`src/sv/usv_fifo.sv`:
```
`timescale 1ns / 1ps
// ----------------------------------------------------------------------------
// usv_fifo: small register queue
// Push/full on the write side, pop/empty on the read side, head shown at rdata.
// ----------------------------------------------------------------------------
module usv_fifo #(
    parameter int WIDTH = 8,
    parameter int DEPTH = 2
) (
    input  logic             clk,
    input  logic             rst_n,
    input  logic             push,
    input  logic [WIDTH-1:0] wdata,
    output logic             full,
    input  logic             pop,
    output logic [WIDTH-1:0] rdata,
    output logic             empty
);

    localparam int PTR_W = (DEPTH > 1) ? $clog2(DEPTH) : 1;
    localparam int CNT_W = $clog2(DEPTH + 1);

    logic [WIDTH-1:0] mem_reg [DEPTH];
    logic [PTR_W-1:0] wr_ptr_reg, wr_ptr_next;
    logic [PTR_W-1:0] rd_ptr_reg, rd_ptr_next;
    logic [CNT_W-1:0] cnt_reg, cnt_next;
    logic             do_push;
    logic             do_pop;

    assign full    = (cnt_reg == CNT_W'(DEPTH));
    assign empty   = (cnt_reg == '0);
    assign do_push = push && !full;
    assign do_pop  = pop && !empty;
    assign rdata   = mem_reg[rd_ptr_reg];

    // advance pointers and count
    always_comb
    begin
        wr_ptr_next = wr_ptr_reg;
        rd_ptr_next = rd_ptr_reg;
        cnt_next    = cnt_reg;
        if (do_push)
        begin
            wr_ptr_next = (wr_ptr_reg == PTR_W'(DEPTH - 1)) ? '0 : wr_ptr_reg + 1'b1;
        end
        if (do_pop)
        begin
            rd_ptr_next = (rd_ptr_reg == PTR_W'(DEPTH - 1)) ? '0 : rd_ptr_reg + 1'b1;
        end
        if (do_push && !do_pop)
        begin
            cnt_next = cnt_reg + 1'b1;
        end
        else if (do_pop && !do_push)
        begin
            cnt_next = cnt_reg - 1'b1;
        end
    end

    always_ff @(posedge clk or negedge rst_n)
    begin
        if (!rst_n)
        begin
            wr_ptr_reg <= '0;
            rd_ptr_reg <= '0;
            cnt_reg    <= '0;
        end
        else
        begin
            wr_ptr_reg <= wr_ptr_next;
            rd_ptr_reg <= rd_ptr_next;
            cnt_reg    <= cnt_next;
        end
    end

    // store the incoming beat
    always_ff @(posedge clk)
    begin
        if (do_push)
        begin
            mem_reg[wr_ptr_reg] <= wdata;
        end
    end

endmodule

```
`config.mk`:
```
export PLATFORM = sky130hd
export DESIGN_NAME = usv_fifo
export DESIGN_NICKNAME = d
export VERILOG_FILES = /design/src/sv/usv_fifo.sv
export SDC_FILE = /design/constraint.sdc
export NUM_CORES = 1
export LEC_CHECK = 0
export BUFFER_PORTS_ARGS = -buffer_cell sky130_fd_sc_hd__buf_2
export CAP_MARGIN = 20
export CORE_MARGIN = 2
export CORE_UTILIZATION = 45
export DETAILED_ROUTE_END_ITERATION = 7
export PLACE_DENSITY = 0.81
export SYNTH_ARGS = -nofsm -noshare
export SYNTH_HDL_FRONTEND = slang
export SYNTH_SLANG_ARGS = --single-unit
```
`constraint.sdc`:
```
create_clock -name clk -period 4.5 [get_ports clk]
set_clock_uncertainty 0.2 [all_clocks]
set_input_delay 0.675 -clock clk [delete_from_list [all_inputs] [get_ports clk]]
set_output_delay 0.675 -clock clk [all_outputs]
set_load 0.01 [all_outputs]
```
# After elaboration in Yosys (flattened, before gate mapping)
# Memories as Yosys holds them, arrays and structs flattened.
# Index checks and enable logic that the tools add are counted.
# op_classes
addsub	4
eq_ne	1
muxes	6
n_reduce_logical	10
# ops
op	count
$logic_and A1 B1 Y1	4
$logic_not A1 Y1	4
$mux W1	4
$mux W2	2
$add A1 B1 Y1 const B	2
$add A2 B1 Y2 const B	1
$eq A2 B2 Y1 const B	1
$logic_not A2 Y1	1
$reduce_bool A2 Y1	1
$sub A2 B1 Y2 const B	1
# word_totals
register_bits	4
ram_bits	16
input_bits	12
out_inout_bits	10
word_cells	25
n_memories	1
# mem_list
name	depth	word_bits	rd	rd_ports_with_merged_regs	wr	line	text
mem_reg	2	8	1	0	1	23	logic [WIDTH-1:0] mem_reg [DEPTH];

# Depth between registers and ports, before layout
# logic_depth
word_depth	7
depth_mapped	7
depth_no_buf	7

# Least setup slack after synthesis
# No wires, ideal clock.
# synth_path
path_kind	register -> output
startpoint	register rd_ptr_reg
endpoint	output rdata[0]
arrival_ps	864
required_ps	3625
path_slack_ps	2761
stages_incl_launch_ff	3
path_buffers	1
cell_sequence	dfrtp_1 > buf_2 > mux2_1
# synth_between
elab_chain_cells	1
# synth_lines
element	line	text
from (decl)	25	logic [PTR_W-1:0] rd_ptr_reg, rd_ptr_next;
from (signal assigned)	71	rd_ptr_reg <= rd_ptr_next;
$mem_v2 Z2 W8	n/a	
to (decl)	16	output logic [WIDTH-1:0] rdata,
# No other way between the ends.

# Worst setup path in the final report
# layout_path
startpoint	register rd_ptr_reg
endpoint	output rdata[7]
# The elaborated chain is that of the path after synthesis.

==> impl_metrics.yaml <==
run_status:
  status: "completed"
cells_and_area:
  fill_cells: 143
  drive_gt1_share_pct: 40.6
  area_growth_pct: 20.2
  nNetsFinal: 83
  seq_area_um2: 581
  largest_reg_flops: 16
  n_antenna_cell: 0
  multi_input_area_um2: 189
  stdcell_count: 86
synthesis:
  synth_top_family_by_area: "multiplexers"
  yosysSeqAreaShare_pct: 74.2
  syn_area_per_cell_um2: 17.8
  postSynthNetCount: 57
  synthCells: 44
  ys_types: 15
  synthSimpleGateAreaFrac_pct: 3.84
  synth-edff-count: 16
  synth-adder-area-share_pct: 1.60
  async_reset_ff_share_pct: 20.0
  synth_top_cell_by_area: "edfxtp_1"
  yosys.area.top_type_share_pct: 61.4
  synth_xor_area_share_pct: 6.56
  synth_compound_area_share_pct: 0.640
  synthMuxAreaShare_pct: 11.5
  yosysMostFrequentCell: "edfxtp_1"
  synthTopCellsByCount: "edfxtp_1 (16), mux2_1 (6), dfrtp_1 (4)"
  synth_area_leaders: "edfxtp_1 (61%), dfrtp_1 (13%), mux2_1 (8.6%), mux2_2 (2.9%), xnor2_1 (2.2%)"
  synth_top_flop_cell: "edfxtp_1"
  synthesis.area_um2: 782
  ys_ff_latch: 20
  yosysWarnings: 0
power:
  combPwrFrac_pct: 33.0
  p_clk_share_pct: 14.3
  intPower_uw: 386
  ir_drop_v: 0.000336
  leakage_nw: 0.394
  power.share.switching_pct: 31.7
  power_density_mw_per_mm2: 602
  seq_power_share_pct: 52.8
  p_sw_uw: 180
clocking:
  root_buffer: "clkbuf_4"
  cts_setup_buffers: 0
  cts_tree: "built"
  htreeDepth: 1
  cts_resized: 0
  cts_sinks: 20
  cts_made_buffers: 3
  clk_latency_ns: 0.28
  clk_pin_slew_worst_paths_ns: 0.10
  clock_path_buffers: 2
die:
  rows: 15
  fp.dieW_um: 45.7
  core_mm2: 0.00167
  dieArea_mm2: 0.00209
  ios: 22
  start_util_pct: 46.8
  die_h_um: 45.7
place:
  gp_congestion: 0.622
  io_buffers: 21
  dp_hpwl_um: 814
  post-place-cells: 81
critical_path:
  crit_type: "reg -> out"
  end_kind: "primary output"
  critical_path.max_fanout: 9
  crit_arrival_ns: 1.38
  startpoint_type: "register"
  crit_required_ns: 3.62
route:
  first_pass_iters: 3
  wl_per_cell_um: 12.6
  via_count: 426
  postRouteAntennaNets: 0
  post-route-drc-count: 0
  drt-total-wl_um: 1090
  drt-vias-per-instance: 4.95
  detail_route.iter0.violations: 1
sta:
  rsz0062_at_grt: "false"
  timing_hold_violations_final: 0
  setup_viol: 0
  fin_tns_setup_ns: 0
  fin_crit_sh_pct: 50.1
  maxClockFrequency_ghz: 0.444
  hold_slack_ns: 0.328
  slew_headroom_pct: 55.3
  finalCriticalPeriod_ns: 2.25
  worstMarginPinSlew_ns: 0.667
  slew_violations: 0
global_routing:
  grt_pass1_vias: 402
  grt_use_total_pct: 12.2
  grt_max_degree: 12
  grt-ovfl-total: 0
  antenna_found_initial: 0
  grt_pass1_wl_um: 1720
worst_hold_path:
  holdCritPathClass: "reg -> reg"
run:
  max_cap_viol_count: 0
[layer usage]
| metal | routed length, µm | GRT usage (%) | part of all wire [%] |
|---|---|---|---|
| met1 | 469 | 15.3 | 43 |
| met2 | 536 | 19.2 | 49 |
| met3 | 75 | 3.97 | 6.9 |
| met4 | 4 | 5.29 | 0.37 |
| met5 | 0 | 0 | 0 |
[layout make-up]
cell class                 instances  area share, %
multi-input combinational         21           20.1
tap                               17           2.26
clock buffer                       3           2.40
timing repair buffer              22           12.3
sequential                        20           61.8
clock inverter                     1          0.399
inverter                           2          0.799
[cells in the final DEF (no fill, tap or decap)]
cell type / instances
and3_1: 1
buf_2: 21
clkbuf_4: 3
clkinv_1: 1
dfrtp_1: 4
dlygate4sd3_1: 1
edfxtp_1: 16
ha_1: 1
inv_1: 2
mux2_1: 6
mux2_2: 2
nand2_2: 1
nand2b_1: 1
nor2_1: 3
o21ai_1: 1
xnor2_1: 2
xnor2_2: 1
xor2_1: 2
[power by group through the flow]
| stage | clock (mW) | sequential, mW | combinational (mW) |
|---|---|---|---|
| 2_1_floorplan | 0 | 0.282 | 0.146 |
| 3_3_place_gp | 0 | 0.302 | 0.183 |
| 3_5_place_dp | 0 | 0.304 | 0.190 |
| 4_1_cts | 0.0854 | 0.300 | 0.191 |
| 5_1_grt | 0.0926 | 0.307 | 0.207 |
| 6_report | 0.0806 | 0.298 | 0.187 |
[worst max-delay path, cell delays in order (launching register included)]
cell and delay (ns):
dfrtp_1 0.58, mux2_2 0.37, buf_2 0.14
[per-stage QoR]
step,cell area [µm²],setup slack (ns),utilization [%],total power [mW]
finish,940,2.25,56.3,0.566
global route,940,2.16,56.3,0.606
CTS,940,2.21,56.3,0.576
detailed placement,903,2.52,54.1,0.493
global placement,903,2.55,54.1,0.485
floorplan,782,2.76,-,0.428
[logic make-up after synthesis]
group / after synthesis
simple gates: 6
mux: 8
buf+inv: 3
fa+ha+maj: 1
xor+xnor: 5
flops: 20
compound gates: 1
[path summary, 6_finish.rpt]
path	startpoint	end	slack, ns	cells past startpoint
setup / recovery	rd_ptr_reg	rdata[7]	2.25	2
hold / removal	cnt_reg[1]	cnt_reg[1]	0.33	1
setup reg to reg	cnt_reg[0]	mem_reg[0][0]	2.68	3
hold reg to reg	cnt_reg[1]	cnt_reg[1]	0.33	1
max in group asynchronous	rst_n	rd_ptr_reg	3.47	2
min in group asynchronous	rst_n	cnt_reg[1]	0.51	2
[what timing repair did]
action | 4_1_cts | 5_1_grt
hold endpoints to repair | 4 | 0
setup endpoints to repair | 0 | 0
hold buffers | 1 | 0
No activity file was read; power rests on OpenSTA's default activity.
