### config.mk
export PLATFORM = sky130hd
export DESIGN_NAME = usv_trig
export DESIGN_NICKNAME = d
export VERILOG_FILES = /design/src/sv/usv_pkg.sv /design/src/sv/usv_trig.sv
export SDC_FILE = /design/constraint.sdc
export NUM_CORES = 2
export LEC_CHECK = 0
export BUFFER_PORTS_ARGS = -buffer_cell sky130_fd_sc_hd__buf_2
export CAP_MARGIN = 0
export CORE_AREA = 2 2 282 284
export CTS_CLUSTER_DIAMETER = 50
export DETAILED_ROUTE_END_ITERATION = 10
export DIE_AREA = 0 0 284 286
export PLACE_DENSITY_LB_ADDON = 0.12
export SETUP_SLACK_MARGIN = 0.05
export SLEW_MARGIN = 20
export SYNTH_ARGS = -nofsm -noshare
export SYNTH_HDL_FRONTEND = slang
export SYNTH_SLANG_ARGS = --single-unit
### constraint.sdc
create_clock -name clk -period 24.4 [get_ports clk]
set_input_delay 4.88 -clock clk [delete_from_list [all_inputs] [get_ports clk]]
set_output_delay 4.88 -clock clk [all_outputs]
set_load 0.01 [all_outputs]
### src/sv/usv_pkg.sv
`timescale 1ns / 1ps
// ----------------------------------------------------------------------------
// usv_pkg: shared types and constants of the UV sphere vertex generator
// Queue entry and result layouts, trig constants, vertex ordering tables.
// ----------------------------------------------------------------------------
package usv_pkg;

    localparam int IDX_BITS_DEF = 8;
    localparam int FIELD_W      = 8;
    localparam int POS_W        = 16;
    localparam int MAG_W        = 31;
    localparam int PROD_W       = 2 * MAG_W;
    localparam int DEN_W        = 10;
    localparam int DIV_W        = 40;
    localparam int DIV_PER_CYC  = 4;
    localparam int DIV_CYC      = DIV_W / DIV_PER_CYC;
    localparam int CMD_DEPTH    = 2;
    localparam int RES_DEPTH    = 2;
    localparam int CFG_IDX_W    = 1;

    // register indexes
    localparam logic [CFG_IDX_W-1:0] CFG_SLICE = 1'b0;
    localparam logic [CFG_IDX_W-1:0] CFG_CUT   = 1'b1;

    localparam logic [FIELD_W-1:0] SLICE_RST = 8'd8;
    localparam logic [FIELD_W-1:0] CUT_RST   = 8'd16;
    localparam logic [FIELD_W-1:0] MIN_CUT   = 8'd3;

    localparam logic [MAG_W-1:0] ONE_Q30   = 31'h4000_0000;
    localparam logic [16:0]      ONE_Q14   = 17'd16384;

    // ring and edge choice of each vertex in the run, bit k for vertex k
    localparam logic [5:0] RING_SEL  = 6'b010110;
    localparam logic [5:0] EDGE_SEL  = 6'b110100;
    localparam logic [2:0] LAST_CAP  = 3'd2;
    localparam logic [2:0] LAST_BODY = 3'd5;

    typedef struct packed {
        logic               bad;
        logic               cap;
        logic [FIELD_W-1:0] ring0;
        logic [FIELD_W-1:0] seg;
    } cmd_t;

    typedef struct packed {
        logic [FIELD_W-1:0] n;
        logic [DEN_W-1:0]   d;
    } trig_req_t;

    typedef struct packed {
        logic [MAG_W-1:0] sin_mag;
        logic             sin_neg;
        logic [MAG_W-1:0] cos_mag;
        logic             cos_neg;
    } trig_t;

    typedef struct packed {
        logic signed [POS_W-1:0] pos_x;
        logic signed [POS_W-1:0] pos_y;
        logic signed [POS_W-1:0] pos_z;
        logic [2:0]              vertex_slot;
        logic                    bad_request;
        logic                    last_vertex;
    } res_t;

    // Q30 Taylor coefficients of sin(pi/2 * u)
    function automatic logic [MAG_W-1:0] coef(input logic [2:0] idx);
        logic [MAG_W-1:0] c;
        case (idx)
            3'd0:    c = 31'd1686629713;
            3'd1:    c = 31'd693598668;
            3'd2:    c = 31'd85569306;
            3'd3:    c = 31'd5026995;
            3'd4:    c = 31'd172272;
            default: c = '0;
        endcase
        return c;
    endfunction

    function automatic logic [FIELD_W-1:0] idx_mask(input int bits);
        return FIELD_W'((1 << bits) - 1);
    endfunction

    // saturate a Q14 magnitude and apply the sign, zero stays positive
    function automatic logic [POS_W-1:0] q14_field(input logic [16:0] mag, input logic neg);
        logic [POS_W-1:0] sat;
        sat = (mag > ONE_Q14) ? POS_W'(ONE_Q14) : mag[POS_W-1:0];
        return (neg && (sat != '0)) ? POS_W'(~sat + 16'd1) : sat;
    endfunction

endpackage

### src/sv/usv_trig.sv
`timescale 1ns / 1ps
// ----------------------------------------------------------------------------
// usv_trig: sine and cosine of a fraction of a turn
// Radix-16 divider for the quarter position, then two interleaved Horner
// polynomials on one shared 31x31 multiplier.
// ----------------------------------------------------------------------------
module usv_trig import usv_pkg::*; (
    input  logic      clk,
    input  logic      rst_n,
    input  logic      start,
    input  trig_req_t req,
    output logic      done,
    output trig_t     res
);

    localparam logic [1:0] T_IDLE = 2'd0;
    localparam logic [1:0] T_DIV  = 2'd1;
    localparam logic [1:0] T_POLY = 2'd2;
    localparam int         STEPS  = 12;

    logic [1:0]        state_reg, state_next;
    logic [3:0]        div_cnt_reg, div_cnt_next;
    logic [3:0]        step_reg, step_next;
    logic              mul_v_reg, mul_v_next;
    logic              done_reg, done_next;
    logic [DIV_W-1:0]  num_reg, num_next;
    logic [DEN_W-1:0]  rem_reg, rem_next;
    logic [DEN_W-1:0]  den_reg;
    logic [1:0]        quad_reg;
    logic [MAG_W-1:0]  x_reg  [2];
    logic [MAG_W-1:0]  x2_reg [2];
    logic [MAG_W-1:0]  p_reg  [2];
    logic              mul_j_reg;
    logic [2:0]        mul_s_reg;
    logic [PROD_W-1:0] prod_reg;

    logic              j;
    logic [2:0]        s;
    logic [MAG_W-1:0]  mul_a;
    logic [MAG_W-1:0]  mul_b;
    logic [PROD_W-1:0] product;
    logic [MAG_W-1:0]  sh;
    logic [MAG_W-1:0]  u_ext;

    // four quotient bits a cycle
    always_comb
    begin
        logic [DEN_W:0] rem2;
        logic           qb;
        num_next = num_reg;
        rem_next = rem_reg;
        for (int i = 0; i < DIV_PER_CYC; i++)
        begin
            rem2 = {rem_next, num_next[DIV_W-1]};
            if (rem2 >= {1'b0, den_reg})
            begin
                rem_next = DEN_W'(rem2 - {1'b0, den_reg});
                qb       = 1'b1;
            end
            else
            begin
                rem_next = rem2[DEN_W-1:0];
                qb       = 1'b0;
            end
            num_next = {num_next[DIV_W-2:0], qb};
        end
    end

    assign u_ext = {1'b0, num_next[29:0]};

    // pick multiplier operands for the current Horner step
    always_comb
    begin
        j = step_reg[0];
        s = step_reg[3:1];
        case (s)
            3'd0:
            begin
                mul_a = x_reg[j];
                mul_b = x_reg[j];
            end
            3'd1:
            begin
                mul_a = coef(3'd4);
                mul_b = x2_reg[j];
            end
            3'd5:
            begin
                mul_a = p_reg[j];
                mul_b = x_reg[j];
            end
            default:
            begin
                mul_a = p_reg[j];
                mul_b = x2_reg[j];
            end
        endcase
        product = mul_a * mul_b;
        sh      = prod_reg[60:30];
    end

    // sequencer
    always_comb
    begin
        state_next   = state_reg;
        div_cnt_next = div_cnt_reg;
        step_next    = step_reg;
        mul_v_next   = 1'b0;
        done_next    = 1'b0;
        case (state_reg)
            T_IDLE:
            begin
                if (start)
                begin
                    state_next   = T_DIV;
                    div_cnt_next = '0;
                end
            end
            T_DIV:
            begin
                div_cnt_next = div_cnt_reg + 1'b1;
                if (div_cnt_reg == 4'(DIV_CYC - 1))
                begin
                    state_next = T_POLY;
                    step_next  = '0;
                end
            end
            T_POLY:
            begin
                if (step_reg != 4'(STEPS))
                begin
                    mul_v_next = 1'b1;
                    step_next  = step_reg + 1'b1;
                end
                else if (mul_v_reg)
                begin
                    state_next = T_IDLE;
                    done_next  = 1'b1;
                end
            end
            default:
            begin
                state_next = T_IDLE;
            end
        endcase
    end

    always_ff @(posedge clk or negedge rst_n)
    begin
        if (!rst_n)
        begin
            state_reg   <= T_IDLE;
            div_cnt_reg <= '0;
            step_reg    <= '0;
            mul_v_reg   <= 1'b0;
            done_reg    <= 1'b0;
        end
        else
        begin
            state_reg   <= state_next;
            div_cnt_reg <= div_cnt_next;
            step_reg    <= step_next;
            mul_v_reg   <= mul_v_next;
            done_reg    <= done_next;
        end
    end

    // datapath
    always_ff @(posedge clk)
    begin
        if (state_reg == T_IDLE && start)
        begin
            num_reg <= {req.n, 2'b00, 30'(req.d >> 1)};
            rem_reg <= '0;
            den_reg <= req.d;
        end
        if (state_reg == T_DIV)
        begin
            num_reg <= num_next;
            rem_reg <= rem_next;
            if (div_cnt_reg == 4'(DIV_CYC - 1))
            begin
                quad_reg  <= num_next[31:30];
                x_reg[0]  <= u_ext;
                x_reg[1]  <= ONE_Q30 - u_ext;
            end
        end
        if (state_reg == T_POLY && step_reg != 4'(STEPS))
        begin
            prod_reg  <= product;
            mul_j_reg <= j;
            mul_s_reg <= s;
        end
        // retire the previous product
        if (mul_v_reg)
        begin
            case (mul_s_reg)
                3'd0:    x2_reg[mul_j_reg] <= sh;
                3'd5:    p_reg[mul_j_reg]  <= sh;
                default: p_reg[mul_j_reg]  <= coef(3'd4 - mul_s_reg) - sh;
            endcase
        end
    end

    assign done        = done_reg;
    assign res.sin_mag = quad_reg[0] ? p_reg[1] : p_reg[0];
    assign res.cos_mag = quad_reg[0] ? p_reg[0] : p_reg[1];
    assign res.sin_neg = quad_reg[1];
    assign res.cos_neg = quad_reg[1] ^ quad_reg[0];

endmodule

[Word level (Yosys, flattened, before mapping)]
Memory sizes are Yosys's and may differ from the RTL's.
Cells that the tools add are included.
Cells by class
  $add $sub $neg: 9
  multipliers: 1
  magnitude comparators: 4
  eq/ne operators: 16
  multiplexer cells: 47
  bitwise operators: 2
  reductions and logical operators: 15
Operator list (count)
  two-way mux 31 bit: 6
  case mux 31 bit (5 select lines): 1
  two-way mux 40 bit: 2
  case mux 31 bit (2 select lines): 1
  multiplier 31 x 31 -> 61 bit: 1
  two-way mux 10 bit: 6
  >= comparator 11 x 10 -> 1 bit: 4
  subtractor 10 bit: 4
  subtractor 31 x 30 -> 31 bit (first input constant): 1
  subtractor 31 bit: 1
  two-way mux 1 bit: 21
  case mux 4 bit (2 select lines): 2
  two-way mux 4 bit: 3
  != test 2 bit (second input constant): 5
  == test 3 bit (second input constant): 3
  zero test 3 bit: 3
  adder 4 x 1 -> 4 bit (second input constant): 2
  two-way mux 2 bit: 4
  == test 3 x 1 -> 1 bit (second input constant): 2
  == test 3 x 2 -> 1 bit (second input constant): 2
  case mux 2 bit (3 select lines): 1
  nonzero test 2 bit: 3
  == test 4 bit (second input constant): 1
  != test 4 bit (second input constant): 1
  other kinds (11): 14
Storage, ports and cells
  register bits: 139
  memory bits (writable): 186
  input port bits: 21
  output and inout port bits: 65
  logic and storage cells: 109
  memories: 3
Memory list
  p_reg: words 2, width 31, read ports 3, clocked after memory_dff 0, wr ports 1, line usv_trig.sv:32  | logic [MAG_W-1:0] p_reg [2];
  x2_reg: words 2, width 31, read ports 1, clocked after memory_dff 0, wr ports 1, line usv_trig.sv:31  | logic [MAG_W-1:0] x2_reg [2];
  x_reg: words 2, width 31, read ports 1, clocked after memory_dff 0, wr ports 2, line usv_trig.sv:30  | logic [MAG_W-1:0] x_reg [2];

[Logic depth before layout (Yosys ltp)]
  depth in word-level cells: 9
  mapped depth: 47
  mapped depth without buffers: 45

[Worst setup path before layout]
OpenSTA, ideal clock, no wires.
  path type: reg-to-reg
  start: register den_reg[1]
  end: memory x_reg[1][26], data pin
  library setup time: 259 ps
  arrival time: 9688 ps
  data required time: 24141 ps
  setup slack: 14454 ps
  stages on the path, launching flop included: 48
  clock period less this slack: 9946 ps
  cell sequence: edfxtp_1 -> inv_1 -> ha_1 -> nor2b_1 -> o21a_1 -> o21a_1 -> o31a_1 -> o311a_1 -> nor2_1 -> buf_2 -> mux2i_1 -> ha_1 -> nor2b_1 -> o21ai_0 -> a21boi_0 -> o21ai_1 -> a211oi_1 -> o31a_1 -> (+12 left out) -> mux2i_1 -> ha_1 -> nor2b_1 -> o21ai_0 -> a21boi_0 -> o21ai_0 -> nand2b_1 -> a221o_1 -> o21ai_0 -> a21oi_1 -> nand2b_1 -> nor2_1 -> ha_1 -> inv_1 -> nor3_2 -> and3b_1 -> nand2_1 -> xor2_1
RTL lines
  from (decl): line usv_trig.sv:28  | logic [DEN_W-1:0] den_reg;
  from (signal assigned): line usv_trig.sv:175  | den_reg <= req.d;
  to (decl): line usv_trig.sv:30

==> impl_metrics.tcl <==
set metrics [dict create \
    wl_per_cell_um 22.05 \
    slew_violations 0 \
    die_x_um 284 \
    die_area_um2 81220 \
    cpMaxStageDelayCell "nor2_2" \
    avgSynthCellArea_um2 9.667 \
    slowest_delay_ns 0.50 \
    drv_cap 0 \
    wirelength_met1_um 51560 \
    relSlewSlack_pct 24.52 \
    hold_viol_final 0 \
    ys_ff_latch 293 \
    htreeDepth 2 \
    synthTopCellsByCount "991 x inv_1, 893 x nand2_1, 840 x fa_1" \
    wl_met2_um 60150 \
    core-area_um2 78360 \
    drc 0 \
    worst_slew_pin_slew_ns 1.101 \
    holdWs_ns 0.4681 \
    synthArstFlopShare_pct 4.096 \
    clockBufferDepth 3 \
    pre_cts_ws_ns 12.72 \
    timing.final.crit_share_pct 48.18 \
    ctsHoldBuffers 0 \
    drtAntennaViolNets 0 \
    syn_area_um2 46600 \
    yosysWarnings 0 \
    track_usage_pct 32.83 \
    port_buffers 85 \
    fin_cells 5841 \
    synth.yosys.seq_area_share_pct 18.75 \
    via_count 33950 \
    synthTopCellsByArea "fa_1 36%, edfxtp_1 18%, ha_1 8.8%" \
    finalCriticalPeriod_ns 11.75 \
    antenna_found_initial 3 \
    synth.most_common_cell "inv_1" \
    cp.required_ns 24.69 \
    numClockSinks 293 \
    synth_top_flop_cell "edfxtp_1" \
    numCtsBuffers 36 \
    outcome "finished clean" \
    drive_gt1_share_pct 7.956 \
    row_count 103 \
    critical_path.max_fanout 11 \
    worst_ep_arrival_time_ns 12.05 \
    grt_max_degree 66 \
    first_pass_iters 6 \
    wirelength_um 128800 \
    drt_iter0_markers 2745 \
    top_layer "met4" \
    final.setup.tns_ns 0 \
    setup_violations 0 \
    grt_pass1_vias 35530 \
    cpMostUsedCell "o21ai_0" \
    dp_hpwl_um 92390 \
    fillCellCount 6637 \
    path_clk_slew_ns 0.06 \
    finalNetCount 5949 \
    dieHeight_um 286 \
    synth.largest_area_cell "fa_1" \
    overflow 0 \
    syn_inst 4821 \
    fin_ws_ns 12.65 \
    multiInputGateArea_um2 33430 \
    grt_pass1_wl_um 203100 \
    skew_ns 0.03649 \
    max_freq_mhz 85.07 \
    syn-num-nets 6008 \
    crit_path_end_kind "register" \
    cts_setup_buffers 0 \
    root_buffer "clkbuf_16" \
    ctsResizeCount 0 \
    initial_core_util_pct 59.48 \
    route.met3.wl_um 11810 \
    gp_congestion 0.9314 \
    placed_cells 5771 \
    layout.area.seq_um2 8742 \
    ios 86 \
    worstSkewPairLatency_ns 0.54 \
    start_kind "register" \
    synth_top_cell_area_share_pct 36.08 \
    area_delta_synth_final_pct 5.952 \
    synth_edf_count 281 \
    synth_cell_type_count 74 \
    path_class "register to register" \
    cts_tree "built" \
    vias_per_cell 5.813 \
    hp-class "register to register" \
    rsz0062_at_grt "false" \
]
[layout make-up]
type,count,area share [%]
multi-input combinational,3289,67.70
sequential,293,17.70
inverter,993,7.559
tap,1050,2.661
timing repair buffer,149,1.956
clock buffer,41,1.905
clock inverter,24,0.5093
antenna,2,0.01014
[cells in the final DEF (no fill, tap or decap), types with 7 or more instances in the layout]
master	n
clkbuf_16	37
nor2_1	74
nand2_1	892
buf_4	60
o22ai_2	21
mux4_2	26
o21bai_1	14
dfrtp_1	11
o31ai_1	9
and2_1	153
a211oi_1	10
o21a_1	14
buf_2	85
mux2i_1	68
inv_1	991
and3_1	12
o21ai_0	96
mux2_2	86
a22oi_2	7
nor3_1	24
a31oi_1	10
xnor2_1	78
fa_1	840
xor2_1	44
a21oi_1	107
or3_1	15
o211ai_1	9
a21o_1	51
nand2b_1	35
ha_1	326
nor4_1	9
nand4_1	21
nor2b_1	105
nand3_1	36
edfxtp_1	281
[cells by family after synthesis]
logic type	Yosys count	synth area share (%)
xor gates and xnor gates	122	2.293
AOI/OAI and AO/OA	407	5.509
and+or+nand+nor	1413	13.76
muxes	181	4.816
adders and majority gates	1166	44.83
buffers and inverters	1239	10.04
DFF	293	18.75
[path summary, 6_finish.rpt]
check | from | to | slack, ns | cells after the start
worst max-delay path | den_reg[1] | x_reg[1][28] | 12.65 | 46
worst min-delay path | num_reg[26] | quad_reg[0] | 0.47 | 0
worst max register to register | den_reg[1] | x_reg[1][28] | 12.65 | 46
worst min register to register | num_reg[26] | quad_reg[0] | 0.47 | 0
max in group asynchronous | rst_n | step_reg[0] | 19.90 | 1
min in group asynchronous | rst_n | done | 4.23 | 1
[critical path, delay by kind of cell, from the launching register on]
family,cells,cell delay (ns)
AO/OA/AOI/OAI,21,4.68
XOR/XNOR,1,0.14
adder cells (fa/ha/maj),5,1.48
buffers and inverters,3,0.65
flip-flops,1,0.36
multiplexers,3,1.10
AND/OR/NAND/NOR,13,3.11
[metal layers]
metal,track usage [%],vias up
met5,0,-
met2,53.62,1588
met1,44.71,17300
met4,12.11,0
met3,5.295,299
li1,-,14770
[through the flow]
stage | area, µm² | util, %
5_1_grt | 49370 | 63.01
6_report | 49380 | 63.02
3_5_place_dp | 48110 | 61.39
3_3_place_gp | 48080 | 61.37
2_1_floorplan | 46600 | -
4_1_cts | 49300 | 62.92
Power is left out: the tool's default activity adds up to more than one toggle a clock period on the data nets, which glitch-free logic cannot reach.
