==> src/sv/usv_pkg.sv <==
`timescale 1ns / 1ps
// ----------------------------------------------------------------------------
// usv_pkg: shared types and constants of the UV sphere vertex generator
// Queue entry and result layouts, trig constants, vertex ordering tables.
// ----------------------------------------------------------------------------
package usv_pkg;

    localparam int IDX_BITS_DEF = 8;
    localparam int FIELD_W      = 8;
    localparam int POS_W        = 16;
    localparam int MAG_W        = 31;
    localparam int PROD_W       = 2 * MAG_W;
    localparam int DEN_W        = 10;
    localparam int DIV_W        = 40;
    localparam int DIV_PER_CYC  = 4;
    localparam int DIV_CYC      = DIV_W / DIV_PER_CYC;
    localparam int CMD_DEPTH    = 2;
    localparam int RES_DEPTH    = 2;
    localparam int CFG_IDX_W    = 1;

    // register indexes
    localparam logic [CFG_IDX_W-1:0] CFG_SLICE = 1'b0;
    localparam logic [CFG_IDX_W-1:0] CFG_CUT   = 1'b1;

    localparam logic [FIELD_W-1:0] SLICE_RST = 8'd8;
    localparam logic [FIELD_W-1:0] CUT_RST   = 8'd16;
    localparam logic [FIELD_W-1:0] MIN_CUT   = 8'd3;

    localparam logic [MAG_W-1:0] ONE_Q30   = 31'h4000_0000;
    localparam logic [16:0]      ONE_Q14   = 17'd16384;

    // ring and edge choice of each vertex in the run, bit k for vertex k
    localparam logic [5:0] RING_SEL  = 6'b010110;
    localparam logic [5:0] EDGE_SEL  = 6'b110100;
    localparam logic [2:0] LAST_CAP  = 3'd2;
    localparam logic [2:0] LAST_BODY = 3'd5;

    typedef struct packed {
        logic               bad;
        logic               cap;
        logic [FIELD_W-1:0] ring0;
        logic [FIELD_W-1:0] seg;
    } cmd_t;

    typedef struct packed {
        logic [FIELD_W-1:0] n;
        logic [DEN_W-1:0]   d;
    } trig_req_t;

    typedef struct packed {
        logic [MAG_W-1:0] sin_mag;
        logic             sin_neg;
        logic [MAG_W-1:0] cos_mag;
        logic             cos_neg;
    } trig_t;

    typedef struct packed {
        logic signed [POS_W-1:0] pos_x;
        logic signed [POS_W-1:0] pos_y;
        logic signed [POS_W-1:0] pos_z;
        logic [2:0]              vertex_slot;
        logic                    bad_request;
        logic                    last_vertex;
    } res_t;

    // Q30 Taylor coefficients of sin(pi/2 * u)
    function automatic logic [MAG_W-1:0] coef(input logic [2:0] idx);
        logic [MAG_W-1:0] c;
        case (idx)
            3'd0:    c = 31'd1686629713;
            3'd1:    c = 31'd693598668;
            3'd2:    c = 31'd85569306;
            3'd3:    c = 31'd5026995;
            3'd4:    c = 31'd172272;
            default: c = '0;
        endcase
        return c;
    endfunction

    function automatic logic [FIELD_W-1:0] idx_mask(input int bits);
        return FIELD_W'((1 << bits) - 1);
    endfunction

    // saturate a Q14 magnitude and apply the sign, zero stays positive
    function automatic logic [POS_W-1:0] q14_field(input logic [16:0] mag, input logic neg);
        logic [POS_W-1:0] sat;
        sat = (mag > ONE_Q14) ? POS_W'(ONE_Q14) : mag[POS_W-1:0];
        return (neg && (sat != '0)) ? POS_W'(~sat + 16'd1) : sat;
    endfunction

endpackage

==> src/sv/usv_back.sv <==
`timescale 1ns / 1ps
// ----------------------------------------------------------------------------
// usv_back: vertex engine
// Takes queued requests, evaluates the ring and edge angles, forms the vertex
// positions and writes them into the result queue, or one flagged bad result.
// ----------------------------------------------------------------------------
module usv_back import usv_pkg::*; (
    input  logic               clk,
    input  logic               rst_n,
    input  logic [FIELD_W-1:0] slice_count,
    input  logic [FIELD_W-1:0] cut_count,
    input  logic               cmd_empty,
    output logic               cmd_pop,
    input  cmd_t               cmd_data,
    output logic               trig_start,
    output trig_req_t          trig_req,
    input  logic               trig_done,
    input  trig_t              trig_res,
    input  logic               out_full,
    output logic               out_push,
    output res_t               out_data
);

    localparam logic [2:0] B_IDLE   = 3'd0;
    localparam logic [2:0] B_BAD    = 3'd1;
    localparam logic [2:0] B_TSTART = 3'd2;
    localparam logic [2:0] B_TWAIT  = 3'd3;
    localparam logic [2:0] B_VX     = 3'd4;
    localparam logic [2:0] B_VZ     = 3'd5;
    localparam logic [2:0] B_VW     = 3'd6;

    logic [2:0]        state_reg, state_next;
    logic [1:0]        ang_reg, ang_next;
    logic [2:0]        vk_reg, vk_next;
    cmd_t              cmd_reg;
    trig_t             ring_res_reg [2];
    trig_t             edge_res_reg [2];
    logic [PROD_W-1:0] prod_reg;
    logic [POS_W-1:0]  px_reg;

    logic [FIELD_W-1:0] ring1;
    logic [FIELD_W-1:0] seg1;
    logic [FIELD_W-1:0] edge1;
    logic [DEN_W-1:0]   lat_d;
    trig_t              rr;
    trig_t              er;
    logic [MAG_W-1:0]   mul_b;
    logic [PROD_W-1:0]  product;
    logic [PROD_W:0]    rsum;
    logic [16:0]        rmag;
    logic [31:0]        ysum;
    logic               last;

    // angle of the current evaluation
    always_comb
    begin
        ring1 = cmd_reg.ring0 + 1'b1;
        seg1  = cmd_reg.seg + 1'b1;
        edge1 = (seg1 == cut_count) ? '0 : seg1;
        lat_d = {9'(slice_count) + 9'd1, 1'b0};
        case (ang_reg)
            2'd0:
            begin
                trig_req.n = cmd_reg.ring0;
                trig_req.d = lat_d;
            end
            2'd1:
            begin
                trig_req.n = ring1;
                trig_req.d = lat_d;
            end
            2'd2:
            begin
                trig_req.n = cmd_reg.seg;
                trig_req.d = DEN_W'(cut_count);
            end
            default:
            begin
                trig_req.n = edge1;
                trig_req.d = DEN_W'(cut_count);
            end
        endcase
    end

    // vertex arithmetic
    always_comb
    begin
        rr      = ring_res_reg[RING_SEL[vk_reg]];
        er      = edge_res_reg[EDGE_SEL[vk_reg]];
        mul_b   = (state_reg == B_VX) ? er.sin_mag : er.cos_mag;
        product = rr.sin_mag * mul_b;
        rsum    = {1'b0, prod_reg} + (63'd1 << 45);
        rmag    = rsum[62:46];
        ysum    = {1'b0, rr.cos_mag} + 32'h0000_8000;
        last    = cmd_reg.cap ? (vk_reg == LAST_CAP) : (vk_reg == LAST_BODY);
        if (state_reg == B_BAD)
        begin
            out_data.pos_x       = '0;
            out_data.pos_y       = '0;
            out_data.pos_z       = '0;
            out_data.vertex_slot = '0;
            out_data.bad_request = 1'b1;
            out_data.last_vertex = 1'b1;
        end
        else
        begin
            out_data.pos_x       = px_reg;
            out_data.pos_y       = q14_field({1'b0, ysum[31:16]}, rr.cos_neg);
            out_data.pos_z       = q14_field(rmag, rr.sin_neg ^ er.cos_neg);
            out_data.vertex_slot = vk_reg;
            out_data.bad_request = 1'b0;
            out_data.last_vertex = last;
        end
    end

    assign cmd_pop    = (state_reg == B_IDLE) && !cmd_empty;
    assign trig_start = (state_reg == B_TSTART);
    assign out_push   = ((state_reg == B_BAD) || (state_reg == B_VW)) && !out_full;

    // request sequencer
    always_comb
    begin
        state_next = state_reg;
        ang_next   = ang_reg;
        vk_next    = vk_reg;
        case (state_reg)
            B_IDLE:
            begin
                if (!cmd_empty)
                begin
                    state_next = cmd_data.bad ? B_BAD : B_TSTART;
                    ang_next   = '0;
                end
            end
            B_BAD:
            begin
                if (!out_full)
                begin
                    state_next = B_IDLE;
                end
            end
            B_TSTART:
            begin
                state_next = B_TWAIT;
            end
            B_TWAIT:
            begin
                if (trig_done)
                begin
                    if (ang_reg == 2'd3)
                    begin
                        state_next = B_VX;
                        vk_next    = '0;
                    end
                    else
                    begin
                        state_next = B_TSTART;
                        ang_next   = ang_reg + 1'b1;
                    end
                end
            end
            B_VX:
            begin
                state_next = B_VZ;
            end
            B_VZ:
            begin
                state_next = B_VW;
            end
            B_VW:
            begin
                if (!out_full)
                begin
                    if (last)
                    begin
                        state_next = B_IDLE;
                    end
                    else
                    begin
                        state_next = B_VX;
                        vk_next    = vk_reg + 1'b1;
                    end
                end
            end
            default:
            begin
                state_next = B_IDLE;
            end
        endcase
    end

    always_ff @(posedge clk or negedge rst_n)
    begin
        if (!rst_n)
        begin
            state_reg <= B_IDLE;
            ang_reg   <= '0;
            vk_reg    <= '0;
        end
        else
        begin
            state_reg <= state_next;
            ang_reg   <= ang_next;
            vk_reg    <= vk_next;
        end
    end

    // hold request, angle results and partial vertex
    always_ff @(posedge clk)
    begin
        if (cmd_pop)
        begin
            cmd_reg <= cmd_data;
        end
        if (state_reg == B_TWAIT && trig_done)
        begin
            if (ang_reg[1])
            begin
                edge_res_reg[ang_reg[0]] <= trig_res;
            end
            else
            begin
                ring_res_reg[ang_reg[0]] <= trig_res;
            end
        end
        if (state_reg == B_VX || state_reg == B_VZ)
        begin
            prod_reg <= product;
        end
        if (state_reg == B_VZ)
        begin
            px_reg <= q14_field(rmag, rr.sin_neg ^ er.sin_neg);
        end
    end

    a_pop_moves_on: assert property (@(posedge clk) disable iff (!rst_n)
        cmd_pop |=> (state_reg == B_BAD) || (state_reg == B_TSTART))
        else $error("request taken without starting work");

    a_done_when_waiting: assert property (@(posedge clk) disable iff (!rst_n)
        trig_done |-> (state_reg == B_TWAIT))
        else $error("trig result arrived while not waiting");

    a_last_ends_run: assert property (@(posedge clk) disable iff (!rst_n)
        out_push && out_data.last_vertex |=> (state_reg == B_IDLE))
        else $error("run continued past its last vertex");

    a_cap_slots: assert property (@(posedge clk) disable iff (!rst_n)
        out_push && cmd_reg.cap && !out_data.bad_request |-> (vk_reg <= LAST_CAP))
        else $error("top cap produced more than three vertices");

endmodule

==> config.mk <==
export PLATFORM = sky130hd
export DESIGN_NAME = usv_back
export DESIGN_NICKNAME = d
export VERILOG_FILES = /design/src/sv/usv_pkg.sv /design/src/sv/usv_back.sv
export SDC_FILE = /design/constraint.sdc
export NUM_CORES = 2
export LEC_CHECK = 0
export BUFFER_PORTS_ARGS = -buffer_cell sky130_fd_sc_hd__buf_2
export CAP_MARGIN = 20
export CORE_MARGIN = 5
export CORE_UTILIZATION = 35
export CTS_CLUSTER_DIAMETER = 30
export DETAILED_ROUTE_END_ITERATION = 7
export PLACE_DENSITY_LB_ADDON = 0.05
export SYNTH_ARGS = -nofsm -noshare
export SYNTH_HDL_FRONTEND = slang
export SYNTH_SLANG_ARGS = --single-unit
==> constraint.sdc <==
create_clock -name clk -period 8.8 [get_ports clk]
set_input_delay 0.44 -clock clk [delete_from_list [all_inputs] [get_ports clk]]
set_output_delay 0.44 -clock clk [all_outputs]
set_load 0.05 [all_outputs]
# Word level (Yosys, flattened, before mapping)
# Memory sizes are Yosys's and may differ from the RTL's.
# Index checks and enable logic that the tools add are counted.
# totals
rom_bits	16
input_bits	103
memories	4
regBits	103
out_inout_bits	74
mem_bits_rw	256
# op_classes
reduce_logical	19
eq_ne	19
magnitude_cmp	3
bitwise	4
muxes	35
addsub	9
n_mul	1
# mem_list
name	words	word_bits	read_ports	rd_clocked_by_memory_dff	wr	line	rtl
edge_res_reg	2	64	1	0	1	usv_back.sv:37	trig_t edge_res_reg [2];
ring_res_reg	2	64	1	0	1	usv_back.sv:36	trig_t ring_res_reg [2];
(name not given)	8	1	1	0	0	usv_back.sv:89	er = edge_res_reg[EDGE_SEL[vk_reg]];
(name not given)	8	1	1	0	0	usv_back.sv:88	rr = ring_res_reg[RING_SEL[vk_reg]];
# ops
op	count
16-bit 2-to-1 mux	5
62-bit by 46-bit adder with 63-bit output, second input constant	1
31-bit by 31-bit multiplier with 62-bit output	1
18-bit one-hot mux with 3 select lines	1
53-bit 2-to-1 mux	1
16-bit by 1-bit adder with 16-bit output, second input constant	2
31-bit by 16-bit adder with 32-bit output, second input constant	1
16-bit inverter	2
16-bit nonzero test	2
31-bit 2-to-1 mux	1
3-bit 2-to-1 mux	10
3-bit one-hot mux with 7 select lines	1
17-bit by 15-bit greater-than comparator with 1-bit output, second input constant	1
8-bit by 1-bit adder with 8-bit output, second input constant	2
16-bit by 15-bit greater-than comparator with 1-bit output, second input constant	1
2-bit != test, second input constant	7
3-bit == test, second input constant	4
8-bit by 1-bit adder with 9-bit output, second input constant	1
3-bit by 2-bit == test with 1-bit output, second input constant	3
1-bit 2-to-1 mux	9
8-bit == test	1
2-bit 2-to-1 mux	4
8-bit 2-to-1 mux	1
4-bit AND reduction	2
16 further kinds	26

# Longest topological paths before layout
# An unclocked memory read counts as a cell.
# depth
ltp_word	10
depth_mapped	36
ltp_nobuf	31

# Least setup slack after synthesis
# Ideal clock, no wire load.
# synth_path
path_kind	flip-flop to flip-flop
from	reg vk_reg[0]
to	reg prod_reg[56], data pin
slack_ns	-0.250
path_stages_with_launch	35
t_required_ns	8.535
path_buffers	6
period_less_slack_ns	9.050
setup_time_ns	0.265
arrival_ns	8.785
cell_sequence	dfrtp_1 inv_1 ha_1 mux2_4 buf_6 buf_6 buf_2 buf_1 nand2_1 and2_1 clkbuf_1 clkbuf_1 nor2_1 fa_1 inv_1 fa_1 inv_1 fa_1 inv_1 fa_1 inv_1 fa_1 fa_1 fa_1 fa_1 ha_1 nand2_1 nor2_1 nand2_1 or4_1 or4_1 nand3_1 o21ai_0 o21ai_0 xor2_1
# synth_via
elab_chain_len	5
word_cells_on_any_way	8
cone_classes	mul: 1; mux: 3; memory: 4
# synth_lines
element	line	rtl
start: declaration	usv_back.sv:34	logic [2:0] vk_reg, vk_next;
start signal: assignment	usv_back.sv:204	vk_reg <= vk_next;
memory 8 x 1 bit	-	
1-bit 2-to-1 mux (not written as such)	usv_back.sv:89	
memory 2 x 64 bit	-	
31-bit 2-to-1 mux	usv_back.sv:90	mul_b = (state_reg == B_VX) ? er.sin_mag : er.cos_mag;
31-bit by 31-bit multiplier with 62-bit output *	usv_back.sv:91	product = rr.sin_mag * mul_b;
net product[56]	usv_back.sv:48	logic [PROD_W-1:0] product;
end signal: assignment	usv_back.sv:228	prod_reg <= product;
end: declaration	usv_back.sv:38	logic [PROD_W-1:0] prod_reg;
# The timed path passes the listed nets; every way through them passes the cells marked *. The select of a mux whose other input is x is not followed.
# A chain may end at the register's enable or synchronous reset.

# Worst setup path in the final report
# layout_path
from	reg vk_reg[1]
to	reg prod_reg[60], data pin
# The elaborated chain is that of the path after synthesis.

==> flow_summary.toml <==
[yosys]
ys_warn_count = 0
synth.avg_cell_area_sq_um = 9.484
ys_top_cells_by_count = "836 x fa_1, 781 x inv_1, 746 x nand2_1"
synth_cells = 4529
synth_top_cell_area_share_pct = 38.96
synth_top_area_cell = "fa_1"
ys_types = 85
async_flop_share_pct = 2.817
ys_seq_area_share_pct = 19.76
synth_edf_count = 276
synth_most_common_cell = "fa_1"
netlist_area_sq_mm = 0.04295
ys.flop_type = "edfxtp_1"
synth_nets = 5733
synth.area.top_cells = "fa_1 39%, edfxtp_1 19%, ha_1 7.7%"
synth-seq-cells = 284

[detailed_routing]
viasPerCell = 4.943
drtIter0Drc = 2265
drt_drc_violations_left = 0
final_antenna_net_count = 0
firstDrtPassIters = 5
wl_per_cell_um = 23.32
vias = 33270
wl_um = 156900

[cts]
path_clk_slew_ps = 50
htree_num_levels = 3
cts_tree = "done"
clock_sinks = 284
clock_latency_ps = 610
cts-root-buf = "clkbuf_16"
numCtsBuffers = 70
clock_path_buffers = 3

[global_routing]
grt_max_degree = 59
gr-usage-all-layers_pct = 24.14
grt_pass1_wl_um = 235500
grt_remaining_overflow = 0
grt_pass1_vias = 35810
antenna_found_initial = 10

[sta]
setup_viol = 0
min_period_ps = 8675
hold_viol = 0
finClkSkew_ps = 37.30
relSlewSlack_pct = 27.54
drv_slew = 0
rsz0062_at_grt = "yes"
fin_crit_sh_pct = 98.58
max_slew.worst_pin.slew_ps = 1075
fmax_mhz = 115.3
tns_ps = 0

[worst_setup_path]
crit_path_start_kind = "register"
worstPathArrival_ps = 9020
reg2regPathDepth = 33
worstPathBufferInverterCount = 11
slowest_delay_ps = 550
critical_path_class = "register to register"
cpMostUsedCell = "fa_1"
crit_family = "adder cells"
cp_num_cells = 33
worst_setup_path_end_kind = "register"
crit_slowest_cell = "fa_1"
worst-path-max-fanout = 7
required_ps = 9150

[layout]
drive_gt1_share_pct = 18.24
area_growth_pct = 23.77
largest_reg_flops = 128
finalNetCount = 6249
fill_cells = 11980

[die]
initial_utilization_pct = 35.24
rows = 128
io_pins = 177
core_area_sq_mm = 0.1219
die_area_sq_mm = 0.1298
dieWidth_um = 360.3
die_h_um = 360.3

[placement]
port_buffers = 176
hpwl_um = 132000
gp_congestion = 0.9099

[worst_hold_path]
hp-class = "input pin to register"
holdPathStages = 1

[flow_run]
max_cap_viol_count = 0

[run_status]
status = "finished, final reports clean"
## path summary, 6_finish.rpt
| check | startpoint | end | slack [ps] |
|---|---|---|---|
| setup / recovery | vk_reg[1] | prod_reg[60] | 130 |
| hold / removal | trig_res[12] | edge_res_reg[1][12] | 40 |
| setup reg to reg | vk_reg[1] | prod_reg[60] | 130 |
| hold reg to reg | ang_reg[1] | ang_reg[1] | 650 |
| max in group asynchronous | rst_n | vk_reg[0] | 8320 |
| min in group asynchronous | rst_n | ang_reg[0] | 250 |
## timing repair
item / in CTS / in global routing
pin swaps: 10 / 30
setup endpoints to repair: 16 / 17
resized for setup: 44 / 83
gates cloned: 1 / 4
hold buffers: 26 / 0
hold endpoints to repair: 43 / 0
buffers inserted: 7 / 12
## layout by cell type, fill, tap and decap left out, types with 9 or more instances in the layout
| master | n |
|---|---|
| a21o_1 | 30 |
| a21oi_1 | 69 |
| a31oi_1 | 9 |
| and2_1 | 57 |
| and3_1 | 25 |
| buf_12 | 99 |
| buf_2 | 176 |
| buf_4 | 369 |
| bufinv_16 | 10 |
| clkbuf_1 | 11 |
| clkbuf_16 | 73 |
| clkinv_2 | 13 |
| clkinvlp_4 | 9 |
| dlygate4sd3_1 | 26 |
| edfxtp_1 | 276 |
| fa_1 | 820 |
| fa_2 | 16 |
| ha_1 | 258 |
| inv_1 | 780 |
| mux2_2 | 14 |
| mux2i_1 | 22 |
| nand2_1 | 738 |
| nand2_2 | 9 |
| nand2b_1 | 28 |
| nand3_1 | 76 |
| nand4_1 | 21 |
| nor2_1 | 556 |
| nor2_2 | 16 |
| nor2b_1 | 31 |
| nor3_1 | 29 |
| o21a_1 | 23 |
| o21ai_0 | 66 |
| o21ai_1 | 15 |
| o21ai_2 | 11 |
| o21ai_4 | 9 |
| or3_1 | 15 |
| xnor2_1 | 45 |
| xor2_1 | 38 |
## metal layers
layer / track usage [%] / part of all wire [%] / vias to the layer above
met2: 39.45 / 46 / 923
met1: 34.32 / 45 / 17100
li1: - / - / 15040
met4: 6.839 / 3.4 / 2
met3: 2.513 / 5.0 / 207
met5: 0 / 0.0076 / -
## area by class of cell
cell class / instances / area [sq um] / share of cell area, %
Inverter: 781 / 2932 / 5.514
Antenna cell: 3 / 7.507 / 0.01412
Tap cell: 1625 / 2033 / 3.824
Clock inverter: 49 / 675.6 / 1.271
Timing Repair Buffer: 682 / 6093 / 11.46
Sequential cell: 284 / 8489 / 15.97
Clock buffer: 81 / 1793 / 3.372
Multi-Input combinational cell: 3226 / 31140 / 58.58
## metrics by stage
stage | setup slack (ps) | cells | utilization (%) | instance area [sq um] | hold slack (ps)
after floorplan | 11.82 | 4529 | - | 42980 | 144.4
after global placement | -465.0 | 6548 | 40.74 | 49650 | 342.5
after detailed placement | -462.3 | 6548 | 40.74 | 49650 | 338.6
after CTS | 0.6546 | 6712 | 43.20 | 52650 | 0.2797
after global routing | -101.9 | 6731 | 43.62 | 53170 | 20.61
final | 125.3 | 6731 | 43.62 | 53170 | 36.82
## cells by family after synthesis
logic type | share of synthesized area (%)
xor+xnor | 1.730
buf+inv | 9.001
compound gates | 5.022
fa+ha+maj | 46.68
simple gates | 16.32
mux | 1.486
flops | 19.76
Power is left out: the tool's default activity adds up to more than one toggle a clock period on the data nets, which glitch-free logic cannot reach.
